--- config.mk ---
export PLATFORM = sky130hd
export DESIGN_NAME = range_free_list_allocator
export DESIGN_NICKNAME = d
export VERILOG_FILES = /design/src/rtl/frla_pkg.sv /design/src/rtl/frla_ram.sv /design/src/rtl/frla_ctrl.sv /design/src/rtl/frla_datapath.sv /design/src/rtl/range_free_list_allocator.sv
export SDC_FILE = /design/constraint.sdc
export NUM_CORES = 2
export LEC_CHECK = 0
export ABC_CLOCK_PERIOD_IN_PS = 9000
export BUFFER_PORTS_ARGS = -buffer_cell sky130_fd_sc_hd__buf_4
export CAP_MARGIN = 25
export CORE_ASPECT_RATIO = 2
export CORE_UTILIZATION = 45
export CTS_BUF_LIST = sky130_fd_sc_hd__clkbuf_2
export DETAILED_ROUTE_END_ITERATION = 10
export GPL_ROUTABILITY_DRIVEN = 1
export GPL_TIMING_DRIVEN = 0
export SYNTH_ARGS = -nofsm -noshare
export SYNTH_HDL_FRONTEND = slang
export SYNTH_SLANG_ARGS = --single-unit
--- constraint.sdc ---
create_clock -name aclk -period 9 [get_ports aclk]
set_input_delay 1.35 -clock aclk [delete_from_list [all_inputs] [get_ports aclk]]
set_output_delay 1.35 -clock aclk [all_outputs]
set_load 0.05 [all_outputs]
--- src/rtl/frla_pkg.sv ---
// ----------------------------------------------------------------------------
// frla_pkg
// Shared constants, types and helpers for the first-fit range allocator.
// ----------------------------------------------------------------------------
package frla_pkg;

    localparam int MAX_RANGES = 64;
    localparam int SLOT_BITS  = 20;
    localparam int IDX_W      = $clog2(MAX_RANGES);
    localparam int CNT_W      = $clog2(MAX_RANGES + 1);
    localparam int FIRST_W    = SLOT_BITS + 1;
    localparam int ENTRY_W    = FIRST_W + SLOT_BITS;

    localparam logic [1:0] CMD_ALLOC   = 2'd0;
    localparam logic [1:0] CMD_FREE    = 2'd1;
    localparam logic [1:0] CMD_RESTORE = 2'd2;

    localparam logic [1:0] STATUS_DONE    = 2'd0;
    localparam logic [1:0] STATUS_REFUSED = 2'd1;
    localparam logic [1:0] STATUS_FULL    = 2'd2;

    localparam logic [2:0] WR_NONE    = 3'd0;
    localparam logic [2:0] WR_RESTORE = 3'd1;
    localparam logic [2:0] WR_TRIM    = 3'd2;
    localparam logic [2:0] WR_PULL    = 3'd3;
    localparam logic [2:0] WR_MERGE   = 3'd4;
    localparam logic [2:0] WR_PUSH    = 3'd5;
    localparam logic [2:0] WR_INSERT  = 3'd6;

    localparam logic [2:0] IDX_HOLD   = 3'd0;
    localparam logic [2:0] IDX_ZERO   = 3'd1;
    localparam logic [2:0] IDX_INC    = 3'd2;
    localparam logic [2:0] IDX_DEC    = 3'd3;
    localparam logic [2:0] IDX_TOP    = 3'd4;

    localparam logic [2:0] REG_TOTAL_COUNT = 3'd0;

    typedef struct packed {
        logic       load;
        logic [2:0] idx_op;
        logic [2:0] wr_op;
        logic       cnt_inc;
        logic       cnt_dec;
        logic       status_we;
        logic [1:0] status_val;
        logic       grant_we;
        logic       prev_we;
        logic       ins_we;
        logic       out_load;
    } frla_ctrl_t;

    typedef struct packed {
        logic [1:0] cmd;
        logic       count_zero;
        logic       idx_lt_cnt;
        logic       fits;
        logic       exact;
        logic       more;
        logic       ahead;
        logic       merge_ok;
        logic       full;
        logic       idx_eq_cnt;
        logic       idx_gt_ins;
        logic       out_free;
    } frla_stat_t;

    function automatic logic [FIRST_W-1:0] pool_size(input logic [FIRST_W-1:0] tc);
        logic [FIRST_W-1:0] p;
        p = tc;
        if (tc == '0) begin
            p = FIRST_W'(1);
        end else if (tc > (FIRST_W'(1) << SLOT_BITS)) begin
            p = FIRST_W'(1) << SLOT_BITS;
        end
        return p;
    endfunction

    function automatic logic [FIRST_W-1:0] range_size(input logic [FIRST_W-1:0] first,
                                                      input logic [SLOT_BITS-1:0] last);
        logic [FIRST_W-1:0] s;
        if (first > {1'b0, last}) begin
            s = '0;
        end else begin
            s = {1'b0, last} + FIRST_W'(1) - first;
        end
        return s;
    endfunction

endpackage

--- src/rtl/frla_ram.sv ---
// ----------------------------------------------------------------------------
// frla_ram
// Generic single-write, single-read RAM with registered read data.
// ----------------------------------------------------------------------------
module frla_ram #(
    parameter int WIDTH = 8,
    parameter int DEPTH = 16
) (
    input  logic                     aclk,
    input  logic                     we,
    input  logic [$clog2(DEPTH)-1:0] waddr,
    input  logic [WIDTH-1:0]         wdata,
    input  logic [$clog2(DEPTH)-1:0] raddr,
    output logic [WIDTH-1:0]         rdata
);

    logic [WIDTH-1:0] mem [DEPTH];

    always_ff @(posedge aclk) begin
        if (we) begin
            mem[waddr] <= wdata;
        end
        rdata <= mem[raddr];
    end

endmodule

--- src/rtl/frla_ctrl.sv ---
// ----------------------------------------------------------------------------
// frla_ctrl
// Command sequencer: scans, shifts and updates the range table.
// ----------------------------------------------------------------------------
module frla_ctrl (
    input  logic                aclk,
    input  logic                aresetn,
    input  logic                s_tvalid,
    output logic                s_tready,
    input  frla_pkg::frla_stat_t stat,
    output frla_pkg::frla_ctrl_t ctrl
);

    localparam logic [2:0] ST_IDLE    = 3'd0;
    localparam logic [2:0] ST_DECODE  = 3'd1;
    localparam logic [2:0] ST_A_SCAN  = 3'd2;
    localparam logic [2:0] ST_A_PULL  = 3'd3;
    localparam logic [2:0] ST_F_SCAN  = 3'd4;
    localparam logic [2:0] ST_F_PUSH  = 3'd5;
    localparam logic [2:0] ST_F_INS   = 3'd6;
    localparam logic [2:0] ST_FINISH  = 3'd7;

    logic [2:0] state_reg;
    logic [2:0] state_next;

    always_ff @(posedge aclk) begin
        if (!aresetn) begin
            state_reg <= ST_IDLE;
        end else begin
            state_reg <= state_next;
        end
    end

    assign s_tready = (state_reg == ST_IDLE);

    always_comb begin
        state_next = state_reg;
        ctrl       = '0;
        case (state_reg)
            ST_IDLE: begin
                if (s_tvalid) begin
                    ctrl.load  = 1'b1;
                    state_next = ST_DECODE;
                end
            end
            ST_DECODE: begin
                if ((stat.cmd == frla_pkg::CMD_ALLOC || stat.cmd == frla_pkg::CMD_FREE)
                    && stat.count_zero) begin
                    ctrl.status_we  = 1'b1;
                    ctrl.status_val = frla_pkg::STATUS_REFUSED;
                    state_next      = ST_FINISH;
                end else if (stat.cmd == frla_pkg::CMD_ALLOC) begin
                    ctrl.idx_op = frla_pkg::IDX_ZERO;
                    state_next  = ST_A_SCAN;
                end else if (stat.cmd == frla_pkg::CMD_FREE) begin
                    ctrl.idx_op = frla_pkg::IDX_ZERO;
                    state_next  = ST_F_SCAN;
                end else if (stat.cmd == frla_pkg::CMD_RESTORE) begin
                    ctrl.wr_op = frla_pkg::WR_RESTORE;
                    state_next = ST_FINISH;
                end else begin
                    state_next = ST_FINISH;
                end
            end
            ST_A_SCAN: begin
                if (!stat.idx_lt_cnt) begin
                    ctrl.status_we  = 1'b1;
                    ctrl.status_val = frla_pkg::STATUS_REFUSED;
                    state_next      = ST_FINISH;
                end else if (stat.fits) begin
                    ctrl.grant_we = 1'b1;
                    if (stat.exact && stat.more) begin
                        ctrl.idx_op = frla_pkg::IDX_INC;
                        state_next  = ST_A_PULL;
                    end else begin
                        ctrl.wr_op = frla_pkg::WR_TRIM;
                        state_next = ST_FINISH;
                    end
                end else begin
                    ctrl.idx_op = frla_pkg::IDX_INC;
                end
            end
            ST_A_PULL: begin
                ctrl.wr_op = frla_pkg::WR_PULL;
                if (stat.more) begin
                    ctrl.idx_op = frla_pkg::IDX_INC;
                end else begin
                    ctrl.cnt_dec = 1'b1;
                    state_next   = ST_FINISH;
                end
            end
            ST_F_SCAN: begin
                if (stat.idx_lt_cnt && stat.ahead) begin
                    ctrl.prev_we = 1'b1;
                    ctrl.idx_op  = frla_pkg::IDX_INC;
                end else if (stat.merge_ok) begin
                    ctrl.wr_op = frla_pkg::WR_MERGE;
                    state_next = ST_FINISH;
                end else if (stat.full) begin
                    ctrl.status_we  = 1'b1;
                    ctrl.status_val = frla_pkg::STATUS_FULL;
                    state_next      = ST_FINISH;
                end else begin
                    ctrl.ins_we = 1'b1;
                    if (stat.idx_eq_cnt) begin
                        state_next = ST_F_INS;
                    end else begin
                        ctrl.idx_op = frla_pkg::IDX_TOP;
                        state_next  = ST_F_PUSH;
                    end
                end
            end
            ST_F_PUSH: begin
                ctrl.wr_op = frla_pkg::WR_PUSH;
                if (stat.idx_gt_ins) begin
                    ctrl.idx_op = frla_pkg::IDX_DEC;
                end else begin
                    state_next = ST_F_INS;
                end
            end
            ST_F_INS: begin
                ctrl.wr_op   = frla_pkg::WR_INSERT;
                ctrl.cnt_inc = 1'b1;
                state_next   = ST_FINISH;
            end
            ST_FINISH: begin
                if (stat.out_free) begin
                    ctrl.out_load = 1'b1;
                    state_next    = ST_IDLE;
                end
            end
            default: begin
                state_next = ST_IDLE;
            end
        endcase
    end

endmodule

--- src/rtl/frla_datapath.sv ---
// ----------------------------------------------------------------------------
// frla_datapath
// Range table, command registers, comparators and result register.
// ----------------------------------------------------------------------------
module frla_datapath (
    input  logic                 aclk,
    input  logic                 aresetn,
    input  frla_pkg::frla_ctrl_t ctrl,
    output frla_pkg::frla_stat_t stat,
    input  logic [1:0]           in_cmd,
    input  logic [20:0]          in_count,
    input  logic [19:0]          in_offset,
    input  logic                 cfg_we,
    input  logic [20:0]          cfg_data,
    output logic [20:0]          total_count,
    output logic                 m_tvalid,
    input  logic                 m_tready,
    output logic [1:0]           m_status,
    output logic [19:0]          m_alloc_offset,
    output logic                 m_pool_empty
);

    localparam int FW = frla_pkg::FIRST_W;
    localparam int SW = frla_pkg::SLOT_BITS;
    localparam int CW = frla_pkg::CNT_W;
    localparam int IW = frla_pkg::IDX_W;
    localparam logic [SW-1:0] MAX_SLOT = {SW{1'b1}};

    logic [20:0]    total_reg;
    logic [1:0]     cmd_reg;
    logic [20:0]    count_reg;
    logic [SW-1:0]  off_reg;
    logic [SW-1:0]  blk_last_reg;
    logic [CW-1:0]  idx_reg, idx_next;
    logic [CW-1:0]  cnt_reg, cnt_next;
    logic [CW-1:0]  ins_reg;
    logic [FW-1:0]  prev_first_reg;
    logic [SW-1:0]  prev_last_reg;
    logic [FW-1:0]  e0_first_reg;
    logic [SW-1:0]  e0_last_reg;
    logic [1:0]     status_reg;
    logic [SW-1:0]  grant_reg;
    logic           out_valid_reg;
    logic [1:0]     out_status_reg;
    logic [SW-1:0]  out_grant_reg;
    logic           out_empty_reg;

    logic [frla_pkg::ENTRY_W-1:0] rdata, wdata;
    logic [IW-1:0]  waddr;
    logic           we;
    logic [FW-1:0]  r_first;
    logic [SW-1:0]  r_last;
    logic [FW-1:0]  r_size;
    logic [SW+1:0]  blk_sum;
    logic [SW-1:0]  blk_last;
    logic [SW+1:0]  merge_sum;
    logic [SW-1:0]  merged;
    logic [FW-1:0]  blk_end;
    logic [FW-1:0]  cfg_pool;
    logic [FW-1:0]  cur_pool;

    assign r_first  = rdata[frla_pkg::ENTRY_W-1:SW];
    assign r_last   = rdata[SW-1:0];
    assign r_size   = frla_pkg::range_size(r_first, r_last);
    assign cfg_pool = frla_pkg::pool_size(cfg_data);
    assign cur_pool = frla_pkg::pool_size(total_reg);
    assign blk_sum  = {2'b00, in_offset} + {1'b0, in_count} - (SW+2)'(1);
    assign blk_last = (blk_sum > {2'b00, MAX_SLOT}) ? MAX_SLOT : blk_sum[SW-1:0];
    assign blk_end  = {1'b0, blk_last_reg} + FW'(1);
    assign merge_sum = {2'b00, prev_last_reg} + {1'b0, count_reg};
    assign merged   = (merge_sum > {2'b00, MAX_SLOT}) ? MAX_SLOT : merge_sum[SW-1:0];

    always_comb begin
        case (ctrl.idx_op)
            frla_pkg::IDX_ZERO: idx_next = '0;
            frla_pkg::IDX_INC:  idx_next = idx_reg + CW'(1);
            frla_pkg::IDX_DEC:  idx_next = idx_reg - CW'(1);
            frla_pkg::IDX_TOP:  idx_next = cnt_reg - CW'(1);
            default:            idx_next = idx_reg;
        endcase
    end

    always_comb begin
        we    = 1'b1;
        waddr = '0;
        wdata = {{FW{1'b0}}, cfg_pool[SW-1:0] - SW'(1)};
        if (!aresetn) begin
            // entry 0 covers the whole default pool
            wdata = {{FW{1'b0}}, MAX_SLOT};
        end else if (cfg_we) begin
            wdata = {{FW{1'b0}}, cfg_pool[SW-1:0] - SW'(1)};
        end else begin
            case (ctrl.wr_op)
                frla_pkg::WR_RESTORE: begin
                    wdata = {{FW{1'b0}}, cur_pool[SW-1:0] - SW'(1)};
                end
                frla_pkg::WR_TRIM: begin
                    waddr = idx_reg[IW-1:0];
                    wdata = {r_first + count_reg, r_last};
                end
                frla_pkg::WR_PULL: begin
                    waddr = IW'(idx_reg - CW'(1));
                    wdata = rdata;
                end
                frla_pkg::WR_MERGE: begin
                    waddr = IW'(idx_reg - CW'(1));
                    wdata = {prev_first_reg, merged};
                end
                frla_pkg::WR_PUSH: begin
                    waddr = IW'(idx_reg + CW'(1));
                    wdata = rdata;
                end
                frla_pkg::WR_INSERT: begin
                    waddr = ins_reg[IW-1:0];
                    wdata = {1'b0, off_reg, blk_last_reg};
                end
                default: begin
                    we = 1'b0;
                end
            endcase
        end
    end

    frla_ram #(
        .WIDTH (frla_pkg::ENTRY_W),
        .DEPTH (frla_pkg::MAX_RANGES)
    ) u_table (
        .aclk  (aclk),
        .we    (we),
        .waddr (waddr),
        .wdata (wdata),
        .raddr (idx_next[IW-1:0]),
        .rdata (rdata)
    );

    always_comb begin
        cnt_next = cnt_reg;
        if (cfg_we || ctrl.wr_op == frla_pkg::WR_RESTORE) begin
            cnt_next = CW'(1);
        end else if (ctrl.cnt_inc) begin
            cnt_next = cnt_reg + CW'(1);
        end else if (ctrl.cnt_dec) begin
            cnt_next = cnt_reg - CW'(1);
        end
    end

    always_ff @(posedge aclk) begin
        if (!aresetn) begin
            total_reg     <= 21'h100000;
            cnt_reg       <= CW'(1);
            e0_first_reg  <= '0;
            e0_last_reg   <= MAX_SLOT;
            out_valid_reg <= 1'b0;
        end else begin
            if (cfg_we) begin
                total_reg <= cfg_data;
            end
            cnt_reg <= cnt_next;
            if (we && waddr == '0) begin
                e0_first_reg <= wdata[frla_pkg::ENTRY_W-1:SW];
                e0_last_reg  <= wdata[SW-1:0];
            end
            if (ctrl.out_load) begin
                out_valid_reg <= 1'b1;
            end else if (m_tready) begin
                out_valid_reg <= 1'b0;
            end
        end
    end

    always_ff @(posedge aclk) begin
        idx_reg <= idx_next;
        if (ctrl.load) begin
            cmd_reg      <= in_cmd;
            count_reg    <= in_count;
            off_reg      <= in_offset;
            blk_last_reg <= blk_last;
            status_reg   <= frla_pkg::STATUS_DONE;
            grant_reg    <= '0;
        end
        if (ctrl.status_we) begin
            status_reg <= ctrl.status_val;
        end
        if (ctrl.grant_we) begin
            grant_reg <= r_first[SW-1:0];
        end
        if (ctrl.prev_we) begin
            prev_first_reg <= r_first;
            prev_last_reg  <= r_last;
        end
        if (ctrl.ins_we) begin
            ins_reg <= idx_reg;
        end
        if (ctrl.out_load) begin
            out_status_reg <= status_reg;
            out_grant_reg  <= grant_reg;
            out_empty_reg  <= (cnt_reg == CW'(1))
                              && (frla_pkg::range_size(e0_first_reg, e0_last_reg) == cur_pool);
        end
    end

    assign stat.cmd        = cmd_reg;
    assign stat.count_zero = (count_reg == '0);
    assign stat.idx_lt_cnt = (idx_reg < cnt_reg);
    assign stat.fits       = (count_reg <= r_size);
    assign stat.exact      = (count_reg == r_size);
    assign stat.more       = ((idx_reg + CW'(1)) < cnt_reg);
    assign stat.ahead      = (r_first < blk_end);
    assign stat.merge_ok   = (idx_reg != '0)
                             && (({1'b0, prev_last_reg} + FW'(1)) == {1'b0, off_reg});
    assign stat.full       = (cnt_reg >= CW'(frla_pkg::MAX_RANGES));
    assign stat.idx_eq_cnt = (idx_reg == cnt_reg);
    assign stat.idx_gt_ins = (idx_reg > ins_reg);
    assign stat.out_free   = !out_valid_reg || m_tready;

    assign total_count    = total_reg;
    assign m_tvalid       = out_valid_reg;
    assign m_status       = out_status_reg;
    assign m_alloc_offset = out_grant_reg;
    assign m_pool_empty   = out_empty_reg;

endmodule

--- src/rtl/range_free_list_allocator.sv ---
// ----------------------------------------------------------------------------
// range_free_list_allocator
// First-fit allocator over a pool of slots, kept as an ordered table of free
// ranges.
//
// The input stream carries one command per transaction: allocate, free or
// restore the table to one range over the whole pool. Each command yields
// exactly one result transaction with a status, the granted offset and the
// empty flag. The APB port holds the pool size; writing it also restores
// the table.
// One command is worked on at a time. An allocate scans the table from
// entry 0 for the first range that fits; when it uses up a range that is
// not the last, the entries behind it are moved down one at a time. A free
// scans to its place and either merges with the range before it or moves
// the entries behind it up one at a time and inserts a new range, or reports
// the table full. The single table read and write port steps one entry a
// cycle. Restore and refused commands go straight to the result. The next
// command can be taken in the same cycle as the result appears.
// After reset the pool holds 1048576 slots and the table one full range;
// entry 0 is written while reset is held. A stalled result waits in the
// output register and the next command is taken meanwhile, then held before
// its result.
// ----------------------------------------------------------------------------
module range_free_list_allocator (
    input  logic        aclk,
    input  logic        aresetn,
    input  logic        s_tvalid,
    output logic        s_tready,
    input  logic [47:0] s_tdata,   // count[20:0], offset[40:21], zero pad
    input  logic [1:0]  s_tuser,   // cmd[1:0]
    output logic        m_tvalid,
    input  logic        m_tready,
    output logic [23:0] m_tdata,   // alloc_offset[19:0], pool_empty[20], zero pad
    output logic [1:0]  m_tuser,   // status[1:0]
    input  logic        psel,
    input  logic        penable,
    input  logic        pwrite,
    input  logic [2:0]  paddr,
    input  logic [31:0] pwdata,
    output logic [31:0] prdata,
    output logic        pready
);

    frla_pkg::frla_ctrl_t ctrl;
    frla_pkg::frla_stat_t stat;
    logic        cfg_we;
    logic [20:0] total_count;
    logic [19:0] alloc_offset;
    logic        pool_empty;

    assign pready = 1'b1;
    assign cfg_we = psel && penable && pwrite && (paddr == frla_pkg::REG_TOTAL_COUNT);
    assign prdata = (paddr == frla_pkg::REG_TOTAL_COUNT) ? {11'd0, total_count} : 32'd0;

    frla_ctrl u_ctrl (
        .aclk     (aclk),
        .aresetn  (aresetn),
        .s_tvalid (s_tvalid),
        .s_tready (s_tready),
        .stat     (stat),
        .ctrl     (ctrl)
    );

    frla_datapath u_datapath (
        .aclk           (aclk),
        .aresetn        (aresetn),
        .ctrl           (ctrl),
        .stat           (stat),
        .in_cmd         (s_tuser),
        .in_count       (s_tdata[20:0]),
        .in_offset      (s_tdata[40:21]),
        .cfg_we         (cfg_we),
        .cfg_data       (pwdata[20:0]),
        .total_count    (total_count),
        .m_tvalid       (m_tvalid),
        .m_tready       (m_tready),
        .m_status       (m_tuser),
        .m_alloc_offset (alloc_offset),
        .m_pool_empty   (pool_empty)
    );

    assign m_tdata = {3'd0, pool_empty, alloc_offset};

endmodule

==> flow_summary_export.csv <==
group,metric,value,unit
cells_and_area,utilization,0.535,
placement,portBuffers,118,
floorplan,start_util,0.453,
sta,finalSetupViolCount,7,
cells_and_area,final_layout_size_suffix_gt1_frac,0.203,
clock_network,cts_buffers,629,
cells_and_area,regMostFlops,"u_datapath.u_table.mem",
sta,skew,0.255,ns
detailed_routing,drt_pass1_iterations,10,
logic_synthesis,synth_area_per_cell,12.9,um^2
cells_and_area,final_common_cell,"edfxtp_1",
logic_synthesis,yosysTopAreaCell,"edfxtp_1",
detailed_routing,num_vias,92000,
sta,finalCritPeriodShare,1.02,
sta,fin_ws,-0.177,ns
worst_hold_path,whs_path_depth,2,
clock_network,root_buffer,"clkbuf_2",
clock_network,cts_tree,"built",
power_and_ir_drop,finalPower,0.0560,W
sta,relSlewSlack,0.0973,
worst_hold_path,whs_endpoint,"u_datapath.off_reg[17]",
worst_setup_path,critPathCaptureType,"register",
power_and_ir_drop,powerDensity,382,nW/um^2
worst_setup_path,cp_slowest_cell,"buf_1",
grt,grt_max_degree,65,
detailed_routing,viasPerCell,6.15,
status,outcome,"complete, but fails checks",
worst_setup_path,critPathMaxFanout,10,
clock_network,clk_latency,2.01,ns
floorplan,dieArea,278000,um^2
power_and_ir_drop,ir_drop,0.212,mV
cells_and_area,final_nets,11300,
sta,tns,-0.684,ns
logic_synthesis,synth_top_area_share,0.673,
sta,slew_viol_final,0,
worst_setup_path,worstSetupStartpointType,"register",
sta,timing.fmax,109,MHz
grt,grt_overflow,0,
logic_synthesis,synth_edf_count,2781,
worst_setup_path,reg2reg_depth,33,
logic_synthesis,ys_ff_latch,2901,
floorplan,dieHeight,745,um
floorplan,num_rows,272,
cells_and_area,reg_top3,"u_datapath.u_table.mem (2624), u_datapath.u_table.rdata (41)",
sta,fin_crit,9.18,ns
grt,grt_pass1_wl,718000,um
placement,hpwl,392000,um
worst_hold_path,hp-class,"in -> reg",
worst_setup_path,max_stage_delay,0.81,ns
worst_setup_path,crit_arrival,10.81,ns
grt,grt_usage,0.380,
sta,tightest_slew,1.35,ns
detailed_routing,routed_wl,542000,um
detailed_routing,wire_per_inst,36.2,um
sta,finalHoldViolations,0,
cells_and_area,nFillCells,22900,
status,violations,"setup timing",
clock_network,cts-htree-levels,6,
cells_and_area,area_growth,18.1,%
placement,place_congestion,1.04,
sta,rsz0062_at_grt,"true",
cells_and_area,largest_register_ffs,2624,
logic_synthesis,synthCells,9596,
floorplan,die_w,373,um
logic_synthesis,syn-cell-area,124000,um^2
worst_setup_path,timing.rr.start,"u_datapath.u_table.rdata[21]",
logic_synthesis,synth.distinct_cells,95,
logic_synthesis,yosysSeqAreaShare,0.692,
logic_synthesis,yosys_warnings,0,
logic_synthesis,synth_area_leaders,"edfxtp_1 (67%), nand2_1 (6.5%), mux2i_1 (3.3%)",
worst_setup_path,reg2reg_to,"u_datapath.u_table.rdata[39]",
worst_setup_path,worstPathRequired,10.63,ns
logic_synthesis,async_flop_share,0,
cells_and_area,mostFrequentLayoutCells,"edfxtp_1 (2781), nand2_1 (2126), clkbuf_2 (972)",
clock_network,clk_pin_slew_worst_paths,0.12,ns
floorplan,pin_count,153,
clock_network,cts_sinks,2901,
detailed_routing,drc_errors,0,
job,max_cap_viol_count,0,
floorplan,coreArea,274000,um^2
worst_hold_path,hp-start,"s_tdata[38]",
power_and_ir_drop,p_leak,55.8,nW
grt,grt_pass1_vias,90600,
worst_setup_path,crit_type,"reg -> reg",
clock_network,cts_buffer_depth,4,
logic_synthesis,yosys_most_used_dff,"edfxtp_1",
detailed_routing,ant_nets,0,
cells_and_area,layoutNonFillerInstCount,15000,
grt,antenna_found_initial,51,
worst_setup_path,rrSetupSlack,-0.18,ns
placement,place_inst,13500,
detailed_routing,first_iter_violations,10700,
per-stage QoR:
| stage | hold slack [ns] | worst slack [ns] | instance area [um^2] |
|---|---|---|---|
| CTS | 0.000897 | -0.0171 | 144000 |
| global placement | 0.404 | -8.20 | 130000 |
| finish | 0.141 | -0.177 | 147000 |
| floorplan | 0.400 | 0.356 | 124000 |
| detailed placement | 0.407 | -4.16 | 135000 |
| global route | 0.136 | -0.353 | 147000 |
synthesized netlist by cell type, types with 13 or more instances:
library cell  number
edfxtp_1        2781
nand2_1         2153
nand3_1          736
mux2i_1          408
ha_1             266
clkbuf_1         257
nor2_1           245
inv_1            221
a31oi_1          217
and3_1           193
o21ai_0          182
buf_2            174
o22ai_1          158
dfxtp_1          120
a21oi_1          119
nand4_1          117
xnor2_1           98
nor3_1            94
a32oi_1           93
and2_1            61
xor2_1            60
buf_4             53
o2111ai_1         46
o211ai_1          46
nand2b_1          41
or3_1             40
a21o_1            38
o21ai_1           37
nor2b_1           35
a211oi_1          32
a221oi_1          31
buf_1             29
a21boi_0          28
buf_6             28
nor4_1            26
o21a_1            25
a2111oi_0         24
a22o_1            22
or2_2             19
a222oi_1          18
and4_1            18
a32o_1            15
a22oi_1           13
o21bai_1          13
how the worst max path moves through the flow:
| stage | start | endpoint | slack (ns) |
|---|---|---|---|
| after floorplan | u_datapath.u_table.rdata[21] | u_datapath.u_table.mem[31][0] | 0.36 |
| after global placement | u_datapath.u_table.rdata[21] | u_datapath.u_table.mem[22][29] | -8.20 |
| after detailed placement | u_datapath.u_table.rdata[21] | u_datapath.u_table.rdata[14] | -4.16 |
| after CTS | u_datapath.u_table.rdata[2] | u_datapath.u_table.mem[36][34] | -0.02 |
| after global routing | u_datapath.u_table.rdata[21] | u_datapath.u_table.rdata[38] | -0.35 |
| final | u_datapath.u_table.rdata[21] | u_datapath.u_table.rdata[39] | -0.18 |
repair_timing:
| item | CTS | global route |
|---|---|---|
| pin swaps | 111 | 66 |
| resized for setup | 381 | 482 |
| cloned | 11 | 6 |
| endpoints found under the setup margin | 5333 | 3017 |
| hold buffers | 98 | 0 |
| hold endpoints to repair | 122 | 0 |
| buffers inserted | 138 | 79 |
kinds of logic after synthesis:
group,synth area share
compound gates,0.0685
xor+xnor,0.0111
fa+ha+maj,0.0280
buf+inv,0.0283
flops,0.692
mux,0.0340
other cells,0.0000605
simple gates,0.138
where the power goes:
group	switching, W	internal (W)	total, W
clock network	0.00535	0.00311	0.00845
logic	0.0219	0.00886	0.0307
registers	0.000909	0.0160	0.0169
critical path, delay by kind of cell (launching register included):
kind / cells / cell delay [ns]
AO/OA/AOI/OAI: 13 / 2.50
AND/OR/NAND/NOR: 10 / 2.60
buffers and inverters: 4 / 1.41
adder cells (fa/ha/maj): 4 / 1.31
XOR/XNOR: 1 / 0.19
multiplexers: 1 / 0.33
flip-flops: 1 / 0.44
routing by layer:
layer	vias up	GRT usage	share of wire
met5	-	0	0.00044
met4	30	0.432	0.14
met3	2298	0.0891	0.088
met2	6024	0.654	0.49
met1	44900	0.347	0.29
li1	38800	-	-
layout make-up:
cell class | count | area [um^2] | share of cell area
flip-flops and latches | 2901 | 86000 | 0.586
multi-input cells | 5952 | 37200 | 0.254
repair buffers | 665 | 8580 | 0.0586
clock buffers | 899 | 4500 | 0.0307
well taps | 3562 | 4460 | 0.0304
plain buffers | 535 | 3770 | 0.0257
clock inverters | 189 | 1180 | 0.00808
inverters | 227 | 885 | 0.00603
diodes | 29 | 72.6 | 0.000495
(Power assumes the default switching activity.)
